===== src/design/upum_pkg.sv =====
`default_nettype none
package upum_pkg;

	// Field and register widths
	localparam int COORD_BITS = 12;
	localparam int FRAC_BITS  = 4;
	localparam int CFG_W      = 16;
	localparam int XI_W       = 15;
	localparam int XI_FRAC    = 14;
	localparam int SQRT_GUARD = 4;
	localparam int OUT_W      = 18;
	localparam int IDX_W      = 3;

	// Datapath widths
	localparam int PIX_W  = COORD_BITS + FRAC_BITS;
	localparam int MAG_W  = (PIX_W > CFG_W) ? PIX_W : CFG_W;
	localparam int D_W    = MAG_W + 1;
	localparam int SQ_W   = 2 * MAG_W;
	localparam int SUM_W  = SQ_W + 2;
	localparam int RAD_W  = SUM_W + 2 * SQRT_GUARD;
	localparam int ROOT_W = RAD_W / 2;
	localparam int REM_W  = ROOT_W + 2;
	localparam int DSH    = XI_FRAC + SQRT_GUARD;
	localparam int XS_W   = XI_W + ROOT_W;
	localparam int FS_W   = CFG_W + DSH;
	localparam int DEN_W  = ((XS_W > FS_W) ? XS_W : FS_W) + 1;
	localparam int DVS_W  = DEN_W + 1;
	localparam int Q_W    = OUT_W + 1;
	localparam int PR_W   = MAG_W + CFG_W;
	localparam int NUM_W  = (((PR_W + DSH + 1) > DEN_W) ? (PR_W + DSH + 1) : DEN_W) + 1;
	localparam int HI_W   = NUM_W - Q_W;
	localparam int CMP_W  = (HI_W > DVS_W) ? HI_W : DVS_W;
	localparam int V_W    = Q_W + 2;

	localparam logic signed [OUT_W-1:0] OUT_MAX = {1'b0, {(OUT_W-1){1'b1}}};
	localparam logic signed [OUT_W-1:0] OUT_MIN = {1'b1, {(OUT_W-1){1'b0}}};

	// Register map
	typedef enum logic [IDX_W-1:0] {
		IDX_FOCAL_OUT     = 3'd0,
		IDX_MIRROR_OFFSET = 3'd1,
		IDX_CENTRE_OUT_X  = 3'd2,
		IDX_CENTRE_OUT_Y  = 3'd3,
		IDX_FOCAL_SRC     = 3'd4,
		IDX_CENTRE_SRC_X  = 3'd5,
		IDX_CENTRE_SRC_Y  = 3'd6
	} cfg_idx_t;

	localparam logic [CFG_W-1:0] RST_FOCAL_OUT    = 16'd8000;
	localparam logic [XI_W-1:0]  RST_MIRROR       = 15'd16384;
	localparam logic [CFG_W-1:0] RST_CENTRE_OUT_X = 16'd15360;
	localparam logic [CFG_W-1:0] RST_CENTRE_OUT_Y = 16'd11520;
	localparam logic [CFG_W-1:0] RST_FOCAL_SRC    = 16'd8000;
	localparam logic [CFG_W-1:0] RST_CENTRE_SRC_X = 16'd5120;
	localparam logic [CFG_W-1:0] RST_CENTRE_SRC_Y = 16'd3840;

endpackage
`default_nettype wire


===== src/design/upum_sqrt.sv =====
`default_nettype none
module upum_sqrt (
	input  wire logic                        clk,
	input  wire logic                        en,
	input  wire logic [upum_pkg::RAD_W-1:0]  rad,
	output logic      [upum_pkg::ROOT_W-1:0] root
);
	import upum_pkg::*;

	logic [REM_W-1:0]  rem_s  [ROOT_W];
	logic [ROOT_W-1:0] root_s [ROOT_W];
	logic [RAD_W-1:0]  rad_s  [ROOT_W];

	// One root bit per stage, two radicand bits brought down each time
	for (genvar i = 0; i < ROOT_W; i++) begin : g_stage
		logic [REM_W-1:0]  pr_rem;
		logic [ROOT_W-1:0] pr_root;
		logic [RAD_W-1:0]  pr_rad;
		logic [REM_W+1:0]  t;
		logic [REM_W+1:0]  trial;

		if (i == 0) begin : g_first
			assign pr_rem  = '0;
			assign pr_root = '0;
			assign pr_rad  = rad;
		end else begin : g_next
			assign pr_rem  = rem_s[i-1];
			assign pr_root = root_s[i-1];
			assign pr_rad  = rad_s[i-1];
		end

		assign t     = {pr_rem, pr_rad[RAD_W-1 -: 2]};
		assign trial = (REM_W+2)'({pr_root, 2'b01});

		always_ff @(posedge clk) begin
			if (en) begin
				if (t >= trial) begin
					rem_s[i]  <= REM_W'(t - trial);
					root_s[i] <= {pr_root[ROOT_W-2:0], 1'b1};
				end else begin
					rem_s[i]  <= REM_W'(t);
					root_s[i] <= {pr_root[ROOT_W-2:0], 1'b0};
				end
				rad_s[i] <= {pr_rad[RAD_W-3:0], 2'b00};
			end
		end
	end

	assign root = root_s[ROOT_W-1];

endmodule
`default_nettype wire


===== config.mk =====
export PLATFORM = sky130hd
export DESIGN_NAME = upum_sqrt
export DESIGN_NICKNAME = d
export VERILOG_FILES = /design/src/design/upum_pkg.sv /design/src/design/upum_sqrt.sv
export SDC_FILE = /design/constraint.sdc
export NUM_CORES = 2
export LEC_CHECK = 0
export ABC_CLOCK_PERIOD_IN_PS = 9700
export BUFFER_PORTS_ARGS = -buffer_cell sky130_fd_sc_hd__buf_2
export CAP_MARGIN = 15
export CELL_PAD_IN_SITES_DETAIL_PLACEMENT = 0
export CELL_PAD_IN_SITES_GLOBAL_PLACEMENT = 1
export CORE_MARGIN = 2
export CORE_UTILIZATION = 46
export CTS_BUF_LIST = sky130_fd_sc_hd__clkbuf_8
export DETAILED_ROUTE_END_ITERATION = 7
export PLACE_DENSITY_LB_ADDON = 0.2
export SYNTH_ARGS = -nofsm -noshare
export SYNTH_HDL_FRONTEND = slang
export SYNTH_SLANG_ARGS = --single-unit

===== constraint.sdc =====
create_clock -name clk -period 9.7 [get_ports clk]
set_input_delay 0.485 -clock clk [delete_from_list [all_inputs] [get_ports clk]]
set_output_delay 0.485 -clock clk [all_outputs]
set_load 0.05 [all_outputs]

Word level (Yosys, flattened, before mapping)
Memory sizes are Yosys's and may differ from the RTL's.
Index checks and enable logic that the tools add are counted.
{"block": "op_classes", "addsub": 21, "magnitude_cmp": 21, "muxes": 170, "n_bitwise": 42}
{"cell": "$ge 25x23->1", "n": 20}
{"cell": "$mux 23", "n": 21}
{"cell": "$sub 23x23->23", "n": 20}
{"cell": "$mux 21", "n": 21}
{"cell": "$mux 1", "n": 128}
{"cell": "$or 1x1->1", "n": 42}
{"cell": "$sub 2x1->3 const B", "n": 1}
{"cell": "$ge 2x1->1 const B", "n": 1}
{"block": "totals", "regBits": 0, "ram_bits": 1764, "input_bits": 44, "out_inout_bits": 21, "mem_count": 3}
{"name": "rad_s", "depth": 21, "word_bits": 40, "rd": 20, "rd_ports_with_merged_regs": 0, "wr": 21, "line": "upum_sqrt.sv:12", "text": "logic [RAD_W-1:0] rad_s [ROOT_W];"}
{"name": "rem_s", "depth": 21, "word_bits": 23, "rd": 20, "rd_ports_with_merged_regs": 0, "wr": 21, "line": "upum_sqrt.sv:10", "text": "logic [REM_W-1:0] rem_s [ROOT_W];"}
{"name": "root_s", "depth": 21, "word_bits": 21, "rd": 21, "rd_ports_with_merged_regs": 0, "wr": 21, "line": "upum_sqrt.sv:11", "text": "logic [ROOT_W-1:0] root_s [ROOT_W];"}

Logic depth before layout (Yosys ltp)
An unclocked memory read counts as a cell.
{"block": "depth", "word_depth": 6, "ltp_mapped": 13}

Worst setup path before layout
No wires, ideal clock.
{"block": "synth_path", "kind": "flip-flop to flip-flop", "start": "mem rem_s[3][48] (netlist bit)", "end": "mem rem_s[3][73] (netlist bit) (data pin)", "setup_time_ns": 0.260, "arrival_ns": 2.800, "required_time_ns": 9.440, "slack_ns": 6.640, "path_stages_with_launch": 10, "n_path_buf": 1, "path_cell_list": "edfxtp_1 -> ha_1 -> a21o_1 -> a21o_1 -> a221o_1 -> a221oi_1 -> o22ai_1 -> nor3_1 -> clkbuf_1 -> mux2_2"}
{"element": "from (decl)", "line": "upum_sqrt.sv:10"}

==> results.yml <==
logic_synthesis:
  synth.avg_cell_area_um2: 13.1
  async_flop_share_pct: 0
  syn-num-nets: 4136
  synthAdderAreaFrac_pct: 6.34
  ys_ff_latch: 1082
  synth_edf_count: 1081
  synth_compound_area_share_pct: 9.14
  synth.area.mux_share_pct: 0.851
  synthXorXnorAreaFrac_pct: 5.90
  synth-simple-area-share_pct: 9.99
  ys_dominant_reg_cell: "edfxtp_1"
  synthCells: 3838
  synth_top_family_by_area: "simple AND/OR/NAND/NOR gates"
  yosysWarningCount: 0
  synth_area_um2: 50200
  ys_types: 82
  ys_seq_area_share_pct: 64.8
global_route:
  grt_pass1_wl_mm: 153
  grt_usage_pct: 17.4
  grt_pass1_vias: 28483
  grt_max_degree: 159
  gr-total-overflow: 0
  antenna_found_initial: 2
pwr:
  power_frac_comb_pct: 16.8
  clockPowerShare_pct: 31.6
  vdd_drop_max_mv: 0.129
  intPower_uw: 8660
  cellLeakagePower_uw: 0.0217
  p_seq_share_pct: 51.6
  p_sw_share_pct: 27.5
  switchingPower_uw: 3290
  power_density_nw_per_um2: 213
setup_path:
  ff2ff_path_depth: 10
  reg2reg_from: "root_s[2][21]"
  criticalPathCategory: "primary input to flop"
  required_ns: 10.15
  endpoint: "rad_s[2][103]"
  timing.rr.end: "rem_s[4][61]"
  critical_path.startpoint: "en"
  ff2ff_setup_slack_ns: 5.97
  critPathCaptureType: "flop"
  crit_arrival_ns: 4.52
  worstPathMaxFanout: 156
  startpoint_type: "primary input"
routing:
  first_pass_iters: 5
  wire_per_inst_um: 17.1
  wl_met2_mm: 45.1
  vias_per_cell: 5.17
  dr_wl_met3_mm: 4.13
  wl_met1_mm: 44.6
  ant_nets: 0
  drt_wl_total_mm: 96.4
  drc: 0
  routed.top_layer: "met4"
  dr_total_vias: 29038
  drtIter0Drc: 1811
timing:
  min_period_ns: 4.07
  hold_viol_final: 0
  slew-limit-headroom_pct: 27.7
  fin_crit_sh_pct: 42.0
  final-setup-viol-count: 0
  slew_violations: 0
  fmax_ghz: 0.246
  worst_pin_slew_ns: 1.08
  rsz0062_at_grt: "false"
  setup_slack_ns: 5.63
  clock_skew_ns: 0.0313
  setup-tns-final_ns: 0
final_layout:
  num-fill-cells: 9379
  drive_gt1_share_pct: 9.13
  nNetsFinal: 4363
  final_cell_mix: "edfxtp_1 (1081), inv_1 (363), ha_1 (254)"
  post-route-util_pct: 51.6
  syn2layout_area_growth_pct: 11.7
  final_common_cell: "edfxtp_1"
  final_area_um2: 56000
cts:
  clkTransAtPathRegs_ns: 0.06
  cts_buffers: 182
  clock_latency_ns: 0.85
  cts-htree-levels: 4
  cts_setup_buffers: 0
  root_buffer: "clkbuf_8"
  cts_tree: "done"
  cts_sinks: 1082
  ctsLongestPathBuffers: 3
worst_hold_path:
  min-delay-path-class: "primary input to flop"
floorplan:
  die_h_um: 334
  die_w_um: 334
  start_util_pct: 46.2
  fp-row-count: 121
  coreArea_um2: 109000
  dieArea_um2: 112000
  ioPinCount: 65
run_status:
  outcome: "finished, final reports clean"
placed_design:
  dp_slack_ns: 5.38
  gp_congestion: 0.846
  place_hpwl_mm: 66.7
  dpl_cell_area_um2: 52200
  io_buffer_count: 64
flow_run:
  maxCapViolations: 0
-- power by group through the flow --
stage	clock [uW]	combinational (uW)	sequential, uW
global placement	0	1980	6280
detailed placement	0	1990	6270
finish	3770	2010	6170
global route	4130	2270	6230
CTS	3930	2020	6190
floorplan	0	1530	6130
-- cell type report --
class                   instances  area, um2  share of cell area [%]
multi-input cells            2351      16200                    28.9
flip-flops and latches       1082      32500                    58.0
clock inverters               140        827                    1.48
clock buffers                 184       2530                    4.52
diodes                          3       7.51                  0.0134
repair buffers                129       1030                    1.84
well taps                    1414       1770                    3.16
inverters                     319       1200                    2.14
-- through the flow --
| stage | cells | power [uW] | hold WS [ns] |
|---|---|---|---|
| 2_1_floorplan | 3838 | 7660 | 0.400 |
| 3_3_place_gp | 5250 | 8260 | 0.401 |
| 3_5_place_dp | 5250 | 8270 | 0.405 |
| 5_1_grt | 5620 | 12600 | 0.275 |
| 6_report | 5622 | 12000 | 0.338 |
| 4_1_cts | 5617 | 12100 | 0.235 |
-- per-layer routing --
layer  track usage, %  vias to the layer above
met3             3.48                      174
li1                 -                    14646
met5                0                        -
met4             6.46                        0
met2             27.8                      521
met1             23.5                    13697
-- state kept, by name, summed over array words and instances (netlist names) --
name    cells
rad_s     420
root_s    231
rem_s     431
-- Yosys cell counts, drive strengths merged (14+ instances only) --
master	instances	share of area, %
o21bai	17	0.25
ha	254	6.3
a21o	82	1.2
inv	318	2.4
nor3	104	1.1
and3	28	0.35
a21oi	218	2.2
a31oi	14	0.17
nor2	253	1.9
nand3	69	0.69
mux2	29	0.65
o21a	63	0.94
a211oi	16	0.24
nand2b	45	0.56
clkbuf	83	0.62
nor4	49	0.67
and2	30	0.37
or4	24	0.37
o21ai	180	1.8
or2	19	0.24
or3	33	0.41
xnor2	184	3.2
nand2	231	1.7
edfxtp	1081	65
nor2b	30	0.37
xor2	154	2.7
o31ai	23	0.34
nand4	31	0.39
-- what timing repair did --
action,4_1_cts,5_1_grt
endpoints found under the hold margin,67,0
hold buffers,43,0
resized for setup,0,0
-- kinds of logic (layout without fill, tap and decap cells) --
logic type,Yosys count,count (layout)
XOR/XNOR,338,338
adder cells (fa/ha/maj),254,254
multiplexers,39,39
other,0,3
flip-flops,1082,1082
AO/OA/AOI/OAI,724,724
AND/OR/NAND/NOR,996,996
buffers and inverters,405,772
-- how the worst min path moves through the flow --
stage | start | to | slack, ns | depth (start not counted)
2_1_floorplan | rad_s[0][58] | rad_s[0][100] | 0.40 | 0
3_3_place_gp | rad_s[0][130] | rad_s[1][12] | 0.40 | 0
3_5_place_dp | rad_s[0][62] | rad_s[0][104] | 0.40 | 0
4_1_cts | rad[14] | rad_s[0][14] | 0.23 | 2
5_1_grt | rad[25] | rad_s[0][25] | 0.27 | 2
6_report | rad[14] | rad_s[0][14] | 0.34 | 2
-- worst max-delay path, stage by stage --
cell,delay [ns]
dlygate4sd3_1,0.56
buf_8,0.35
buf_4,0.64
buf_12,0.54
buf_4,0.69
buf_4,0.84
No activity file was read; power rests on OpenSTA's default activity.
