===== src/design/upum_pkg.sv =====
`default_nettype none
package upum_pkg;

	// Field and register widths
	localparam int COORD_BITS = 12;
	localparam int FRAC_BITS  = 4;
	localparam int CFG_W      = 16;
	localparam int XI_W       = 15;
	localparam int XI_FRAC    = 14;
	localparam int SQRT_GUARD = 4;
	localparam int OUT_W      = 18;
	localparam int IDX_W      = 3;

	// Datapath widths
	localparam int PIX_W  = COORD_BITS + FRAC_BITS;
	localparam int MAG_W  = (PIX_W > CFG_W) ? PIX_W : CFG_W;
	localparam int D_W    = MAG_W + 1;
	localparam int SQ_W   = 2 * MAG_W;
	localparam int SUM_W  = SQ_W + 2;
	localparam int RAD_W  = SUM_W + 2 * SQRT_GUARD;
	localparam int ROOT_W = RAD_W / 2;
	localparam int REM_W  = ROOT_W + 2;
	localparam int DSH    = XI_FRAC + SQRT_GUARD;
	localparam int XS_W   = XI_W + ROOT_W;
	localparam int FS_W   = CFG_W + DSH;
	localparam int DEN_W  = ((XS_W > FS_W) ? XS_W : FS_W) + 1;
	localparam int DVS_W  = DEN_W + 1;
	localparam int Q_W    = OUT_W + 1;
	localparam int PR_W   = MAG_W + CFG_W;
	localparam int NUM_W  = (((PR_W + DSH + 1) > DEN_W) ? (PR_W + DSH + 1) : DEN_W) + 1;
	localparam int HI_W   = NUM_W - Q_W;
	localparam int CMP_W  = (HI_W > DVS_W) ? HI_W : DVS_W;
	localparam int V_W    = Q_W + 2;

	localparam logic signed [OUT_W-1:0] OUT_MAX = {1'b0, {(OUT_W-1){1'b1}}};
	localparam logic signed [OUT_W-1:0] OUT_MIN = {1'b1, {(OUT_W-1){1'b0}}};

	// Register map
	typedef enum logic [IDX_W-1:0] {
		IDX_FOCAL_OUT     = 3'd0,
		IDX_MIRROR_OFFSET = 3'd1,
		IDX_CENTRE_OUT_X  = 3'd2,
		IDX_CENTRE_OUT_Y  = 3'd3,
		IDX_FOCAL_SRC     = 3'd4,
		IDX_CENTRE_SRC_X  = 3'd5,
		IDX_CENTRE_SRC_Y  = 3'd6
	} cfg_idx_t;

	localparam logic [CFG_W-1:0] RST_FOCAL_OUT    = 16'd8000;
	localparam logic [XI_W-1:0]  RST_MIRROR       = 15'd16384;
	localparam logic [CFG_W-1:0] RST_CENTRE_OUT_X = 16'd15360;
	localparam logic [CFG_W-1:0] RST_CENTRE_OUT_Y = 16'd11520;
	localparam logic [CFG_W-1:0] RST_FOCAL_SRC    = 16'd8000;
	localparam logic [CFG_W-1:0] RST_CENTRE_SRC_X = 16'd5120;
	localparam logic [CFG_W-1:0] RST_CENTRE_SRC_Y = 16'd3840;

endpackage
`default_nettype wire


===== src/design/upum_div.sv =====
`default_nettype none
module upum_div (
	input  wire logic                       clk,
	input  wire logic                       en,
	input  wire logic [upum_pkg::NUM_W-1:0] num,
	input  wire logic [upum_pkg::DVS_W-1:0] dvs,
	output logic      [upum_pkg::Q_W-1:0]   q
);
	import upum_pkg::*;

	logic             ovf_s0;
	logic [DVS_W-1:0] rem_s0;
	logic [Q_W-1:0]   lo_s0;
	logic [DVS_W-1:0] dvs_s0;

	logic             ovf_s [Q_W];
	logic [DVS_W-1:0] rem_s [Q_W];
	logic [Q_W-1:0]   lo_s  [Q_W];
	logic [Q_W-1:0]   q_s   [Q_W];
	logic [DVS_W-1:0] dvs_s [Q_W];

	// Overflow check: quotient would not fit, cap it
	always_ff @(posedge clk) begin
		if (en) begin
			ovf_s0 <= CMP_W'(num[NUM_W-1:Q_W]) >= CMP_W'(dvs);
			rem_s0 <= DVS_W'(num[NUM_W-1:Q_W]);
			lo_s0  <= num[Q_W-1:0];
			dvs_s0 <= dvs;
		end
	end

	// Restoring division, one quotient bit per stage
	for (genvar k = 0; k < Q_W; k++) begin : g_stage
		logic             pr_ovf;
		logic [DVS_W-1:0] pr_rem;
		logic [Q_W-1:0]   pr_lo;
		logic [Q_W-1:0]   pr_q;
		logic [DVS_W-1:0] pr_dvs;
		logic [DVS_W:0]   t;

		if (k == 0) begin : g_first
			assign pr_ovf = ovf_s0;
			assign pr_rem = rem_s0;
			assign pr_lo  = lo_s0;
			assign pr_q   = '0;
			assign pr_dvs = dvs_s0;
		end else begin : g_next
			assign pr_ovf = ovf_s[k-1];
			assign pr_rem = rem_s[k-1];
			assign pr_lo  = lo_s[k-1];
			assign pr_q   = q_s[k-1];
			assign pr_dvs = dvs_s[k-1];
		end

		assign t = {pr_rem, pr_lo[Q_W-1]};

		always_ff @(posedge clk) begin
			if (en) begin
				if (t >= {1'b0, pr_dvs}) begin
					rem_s[k] <= DVS_W'(t - {1'b0, pr_dvs});
					q_s[k]   <= {pr_q[Q_W-2:0], 1'b1};
				end else begin
					rem_s[k] <= DVS_W'(t);
					q_s[k]   <= {pr_q[Q_W-2:0], 1'b0};
				end
				lo_s[k]  <= {pr_lo[Q_W-2:0], 1'b0};
				ovf_s[k] <= pr_ovf;
				dvs_s[k] <= pr_dvs;
			end
		end
	end

	assign q = ovf_s[Q_W-1] ? {1'b1, {(Q_W-1){1'b0}}} : q_s[Q_W-1];

endmodule
`default_nettype wire

===== config.mk =====
export PLATFORM = sky130hd
export DESIGN_NAME = upum_div
export DESIGN_NICKNAME = d
export VERILOG_FILES = /design/src/design/upum_pkg.sv /design/src/design/upum_div.sv
export SDC_FILE = /design/constraint.sdc
export NUM_CORES = 2
export LEC_CHECK = 0
export CAP_MARGIN = 20
export CELL_PAD_IN_SITES_DETAIL_PLACEMENT = 0
export CELL_PAD_IN_SITES_GLOBAL_PLACEMENT = 1
export CORE_ASPECT_RATIO = 1.4
export CORE_MARGIN = 4
export CORE_UTILIZATION = 29
export CTS_CLUSTER_SIZE = 14
export DETAILED_ROUTE_END_ITERATION = 10
export DONT_BUFFER_PORTS = 1
export PLACE_DENSITY_LB_ADDON = 0.1
export REMOVE_ABC_BUFFERS = 1
export SYNTH_ARGS = -nofsm -noshare
export SYNTH_HDL_FRONTEND = slang
export SYNTH_SLANG_ARGS = --single-unit

===== constraint.sdc =====
create_clock -name clk -period 6.81 [get_ports clk]
set_clock_uncertainty 0.2 [all_clocks]
set_input_delay 0.681 -clock clk [delete_from_list [all_inputs] [get_ports clk]]
set_output_delay 0.681 -clock clk [all_outputs]
set_load 0.01 [all_outputs]

Yosys cells after proc, flatten, opt, wreduce, memory -nomap -nowiden
Memory sizes are Yosys's and may differ from the RTL's.
Cells that the tools add are included.

word-level totals
  bits in latches = 0
  word-level logic and storage cells = 241
  memory bits (writable) = 2166
  output and inout port bits = 19
  bits in registers = 91
  memories = 5
  bits of input ports = 92
  bits in read-only memories = 0

operators by class
  add/sub/neg operators = 19
  bitwise gates (word level) = 38
  shifts and indexed selects = 0
  div/mod/pow operators = 0
  magnitude comparators = 20
  reductions and logical operators = 0
  multiplexer cells = 155
  $mul = 0
  eq/ne operators = 0

memory list
  name   depth  bits a word  rd ports  clocked after Yosys merged registers in  wr ports  RTL line        RTL
  dvs_s  19     38           18        0                                        19        upum_div.sv:20  logic [DVS_W-1:0] dvs_s [Q_W];
  rem_s  19     38           18        0                                        19        upum_div.sv:17  logic [DVS_W-1:0] rem_s [Q_W];
  q_s    19     19           19        0                                        19        upum_div.sv:19  logic [Q_W-1:0] q_s [Q_W];
  lo_s   19     18           18        0                                        19        upum_div.sv:18  logic [Q_W-1:0] lo_s [Q_W];
  ovf_s  19     1            19        0                                        19        upum_div.sv:16  logic ovf_s [Q_W];

operators with widths
  operator          number
  $mux W38          19
  $ge A39 B38 Y1    18
  $sub A38 B38 Y38  18
  $mux W19          20
  $mux W1           116
  $ge A33 B38 Y1    1
  $ge A34 B38 Y1    1
  $or A1 B1 Y1      38
  $sub A34 B38 Y38  1

Logic depth before layout (Yosys ltp)
An unclocked memory read counts as a cell.

  word-level depth = 6
  mapped depth = 16
  gate-level depth less buffers = 15

Worst setup path before layout
OpenSTA, ideal clock, no wires.

  path type = flip-flop to flip-flop
  from = memory dvs_s[8][0] (netlist name)
  to = memory rem_s[9][34] (netlist name) (data pin)
  required time = 6.348 ns
  clock period less this slack = 3.623 ns
  arrival = 3.161 ns
  slack = 3.187 ns
  stages on the path, launching flop included = 14
  path buffers = 0
  cells stage by stage = edfxtp_1 > ha_1 > fa_1 > nor2b_1 > o2111ai_1 > a31oi_1 > o22ai_1 > o21ai_1 > a221o_1 > a311oi_1 > or2_2 > o41ai_1 > xor2_1 > mux2_1

RTL lines
  what             RTL line
  start, declared  upum_div.sv:20
  end, declared    upum_div.sv:17

==> flow_summary.toml <==
[sta]
setup_viol = 0
fin_crit_sh = 0.8036
fmax_ghz = 0.1827
slew_violations = 0
slew_headroom = 0.1909
finalCriticalPeriod_ns = 5.472
tightest_slew_ns = 1.203
tns_ns = 0
rsz0062_at_grt = "no"
hold_viol = 0

[routing]
routedWlPerCell_um = 20.77
vias = 67738
drc = 0
drt-pass1-iter-count = 5
vias_per_cell = 4.785
postRouteWirelength_um = 294000
drt_iter0_drc = 2627
drtAntennaViolNets = 0

[global_routing]
grt_usage = 0.1607
grt_pass1_wl_um = 438700
antenna_found_initial = 9
grt_max_degree = 155
gr-total-overflow = 0
grt_pass1_vias = 74255

[layout]
stdcell_count = 14156
final_util = 0.3298
layout-drive-gt1-share = 0.06107
final_nets = 10174
n_fill_cell = 35258
final_common_cell = "edfxtp_1"
area_growth_pct = 13.26
layout_common_cells = "1838 x edfxtp_1, 940 x inv_1, 795 x a21oi_1, 751 x ha_1, 724 x nand2_1"

[floorplanning]
die_h_um = 709.3
die_area_um2 = 360900
num_rows = 257
start_util = 0.2912
die_w_um = 508.9
num_io_pins = 111
core_um2 = 349900

[clock_network]
cts_htree_levels = 4
worstSkewPairLatency_ns = 0.90
cts_tree = "built"
cts_resized = 0
clkTransAtPathRegs_ns = 0.06
cts_root_buf = "clkbuf_16"
clk_path_buf_depth = 4
numCtsBuffers = 217
clock_sinks = 1839

[run_status]
status = "finished clean"

[synth]
synth_area_um2 = 101900
synth.avg_cell_area_um2 = 11.11
synth_edf_count = 1838
yosysUniqueCellTypes = 105
seq_area_frac_synth = 0.5420
ys_seq_elements = 1839
synthArstFlopShare = 0
ys_warn_count = 0
yosys_most_used_dff = "edfxtp_1"
syn_inst = 9166

[setup_path]
crit_required_ns = 7.21
cp_slowest_cell = "and3_2"
start_kind = "register"
regToRegEndpoint = "rem_s[9][17]$_DFFE_PP_"
critPathMaxStageDelay_ns = 0.84
reg2reg_depth = 13
r2r-start = "dvs_s[8][1]$_DFFE_PP_"
crit_path_max_fanout = 37
cpMostUsedCell = "o21ai_1"
rrSetupSlack_ns = 1.34
arrival_ns = 5.88
end_kind = "register"
critPathKind = "reg -> reg"
crit_chain = "inv_1 > ha_1 > nor2b_1 > o31ai_1 > a21oi_1 > o41ai_2 > a21oi_2 > o31ai_2 > o21ai_1 > a31o_1 > o21ai_1 > and3_2 > mux2_2"

[pwr]
intPower_mw = 31.92
p_sw_mw = 19.82
power_density_nw_per_um2 = 448.4
p_total_mw = 51.74
peakVddDrop_v = 0.0003213
p_clk_frac = 0.219
switching_share = 0.3831
p_comb_frac = 0.439
leakage_nw = 45.88
pwr-share-seq = 0.343

[worst_hold_path]
hold_depth = 1
hp-start = "en"
min_to = "g_stage[0].pr_rem[32]$_DFFE_PP_"
hp-class = "in -> reg"

[run]
cap_violations = 0

[placed_design]
dp_cells = 13666
gp_congestion = 0.8832
portBuffers = 0
place.detailed.hpwl_um = 231600
==> synthesized netlist by cell type (16+ instances only) <==
master    instances  area, um^2
fa_1             18       360.4
nor4_1           31       193.9
inv_1           940        3528
ha_1            751        9397
mux2_1           25       281.5
o21ai_1          99       495.5
nor3b_1          16       120.1
a211o_1          21       183.9
xor2_1          259        2268
o21ai_0         603        3018
o31ai_1          48       360.4
nand3_1         136       680.7
nor3_1           77       385.4
a31oi_1          79       494.2
and3_1           67       419.2
and4_1           17       148.9
nand2_1         724        2718
or3_1            28       175.2
clkbuf_1        179       671.9
edfxtp_1       1838       55190
a211oi_1         50       375.4
and2_1           47       294.0
a21boi_0         17       127.6
a21oi_1         797        3989
o211ai_1         32       240.2
or2_2            19       118.9
buf_2            61       305.3
nand2b_1        114       713.2
mux2_2           96        1081
o22ai_1          17       106.4
xnor2_1         329        2882
nand4_1         138       863.3
a21o_1          395        2965
o21bai_1         87       653.1
nor2b_1         135       844.6
nor2_1          514        1929
o21a_1           89       668.1
==> state kept, by name (all words and copies together) (netlist names), 19 cells and up <==
register        flops
rem_s             684
lo_s              171
g_stage.pr_rem     33
q_s               190
dvs_s             684
g_stage.pr_lo      19
dvs_s0             38
ovf_s              19
==> layout make-up <==
class / count / area, um^2 / area share
clock inverter: 106 / 1050 / 0.009099
sequential: 1839 / 55210 / 0.4786
timing repair buffer: 182 / 1822 / 0.01579
multi-input combinational: 6128 / 42160 / 0.3654
inverter: 945 / 3547 / 0.03075
tap: 4662 / 5833 / 0.05056
antenna: 30 / 75.07 / 0.0006507
clock buffer: 264 / 5670 / 0.04915
==> how the worst max path moves through the flow <==
stage,depth (start not counted),slack (ns),endpoint,startpoint
after floorplan,11,1.22,rem_s[1][18]$_DFFE_PP_,rem_s[0][5]$_DFFE_PP_
after global placement,13,1.32,rem_s[9][2]$_DFFE_PP_,dvs_s[8][1]$_DFFE_PP_
after detailed placement,13,1.33,rem_s[9][10]$_DFFE_PP_,dvs_s[8][1]$_DFFE_PP_
after CTS,13,1.27,rem_s[9][17]$_DFFE_PP_,dvs_s[8][1]$_DFFE_PP_
after global routing,13,1.11,rem_s[9][17]$_DFFE_PP_,dvs_s[8][1]$_DFFE_PP_
final,13,1.34,rem_s[9][17]$_DFFE_PP_,dvs_s[8][1]$_DFFE_PP_
==> power groups by stage <==
stage                     Sequential, mW  Clock (mW)  Combinational (mW)
after global routing                18.0        12.3                25.2
after global placement              18.1           0                22.7
after CTS                           17.8        11.9                22.9
final                               17.7        11.3                22.7
after floorplan                     17.3           0                16.1
after detailed placement            18.0           0                22.8
==> kinds of logic after synthesis <==
logic type      Yosys count  synth area share
buf+inv                1199           0.04553
mux                     129           0.01416
compound gates         2538            0.1543
xor+xnor                588           0.05056
flops                  1839            0.5420
simple gates           2104           0.09766
fa+ha+maj               769           0.09578
==> per-stage QoR <==
stage | instance area [um^2] | worst slack, ns | hold slack (ns)
after floorplan | 100800 | 1.221 | 0.2003
after global placement | 107700 | 1.317 | 0.2002
after detailed placement | 107700 | 1.326 | 0.2045
after CTS | 115300 | 1.270 | 0.008990
after global routing | 115400 | 1.106 | 0.03645
final | 115400 | 1.338 | 0.07803
==> worst max-delay path, delay by kind of cell (launching register included) <==
family | cells | cell delay, ns
AOI/OAI and AO/OA | 8 | 2.75
adders and majority gates | 1 | 0.23
buffers and inverters | 1 | 0.08
DFF | 1 | 0.43
muxes | 1 | 0.43
and+or+nand+nor | 2 | 0.99
==> metal layers <==
layer | track usage | vias to the layer above | part of all wire
met4 | 0.1174 | 0 | 0.084
met2 | 0.3588 | 1075 | 0.62
met3 | 0.01735 | 749 | 0.023
met5 | 0 | - | 0
li1 | - | 33670 | -
met1 | 0.1153 | 32244 | 0.28
==> timing repair <==
item,in CTS,in global routing
setup buffers,0,0
hold buffers,90,0
setup endpoints to repair,0,0
hold endpoints to repair,91,0
Note: power is estimated with default switching activity, not from simulation.
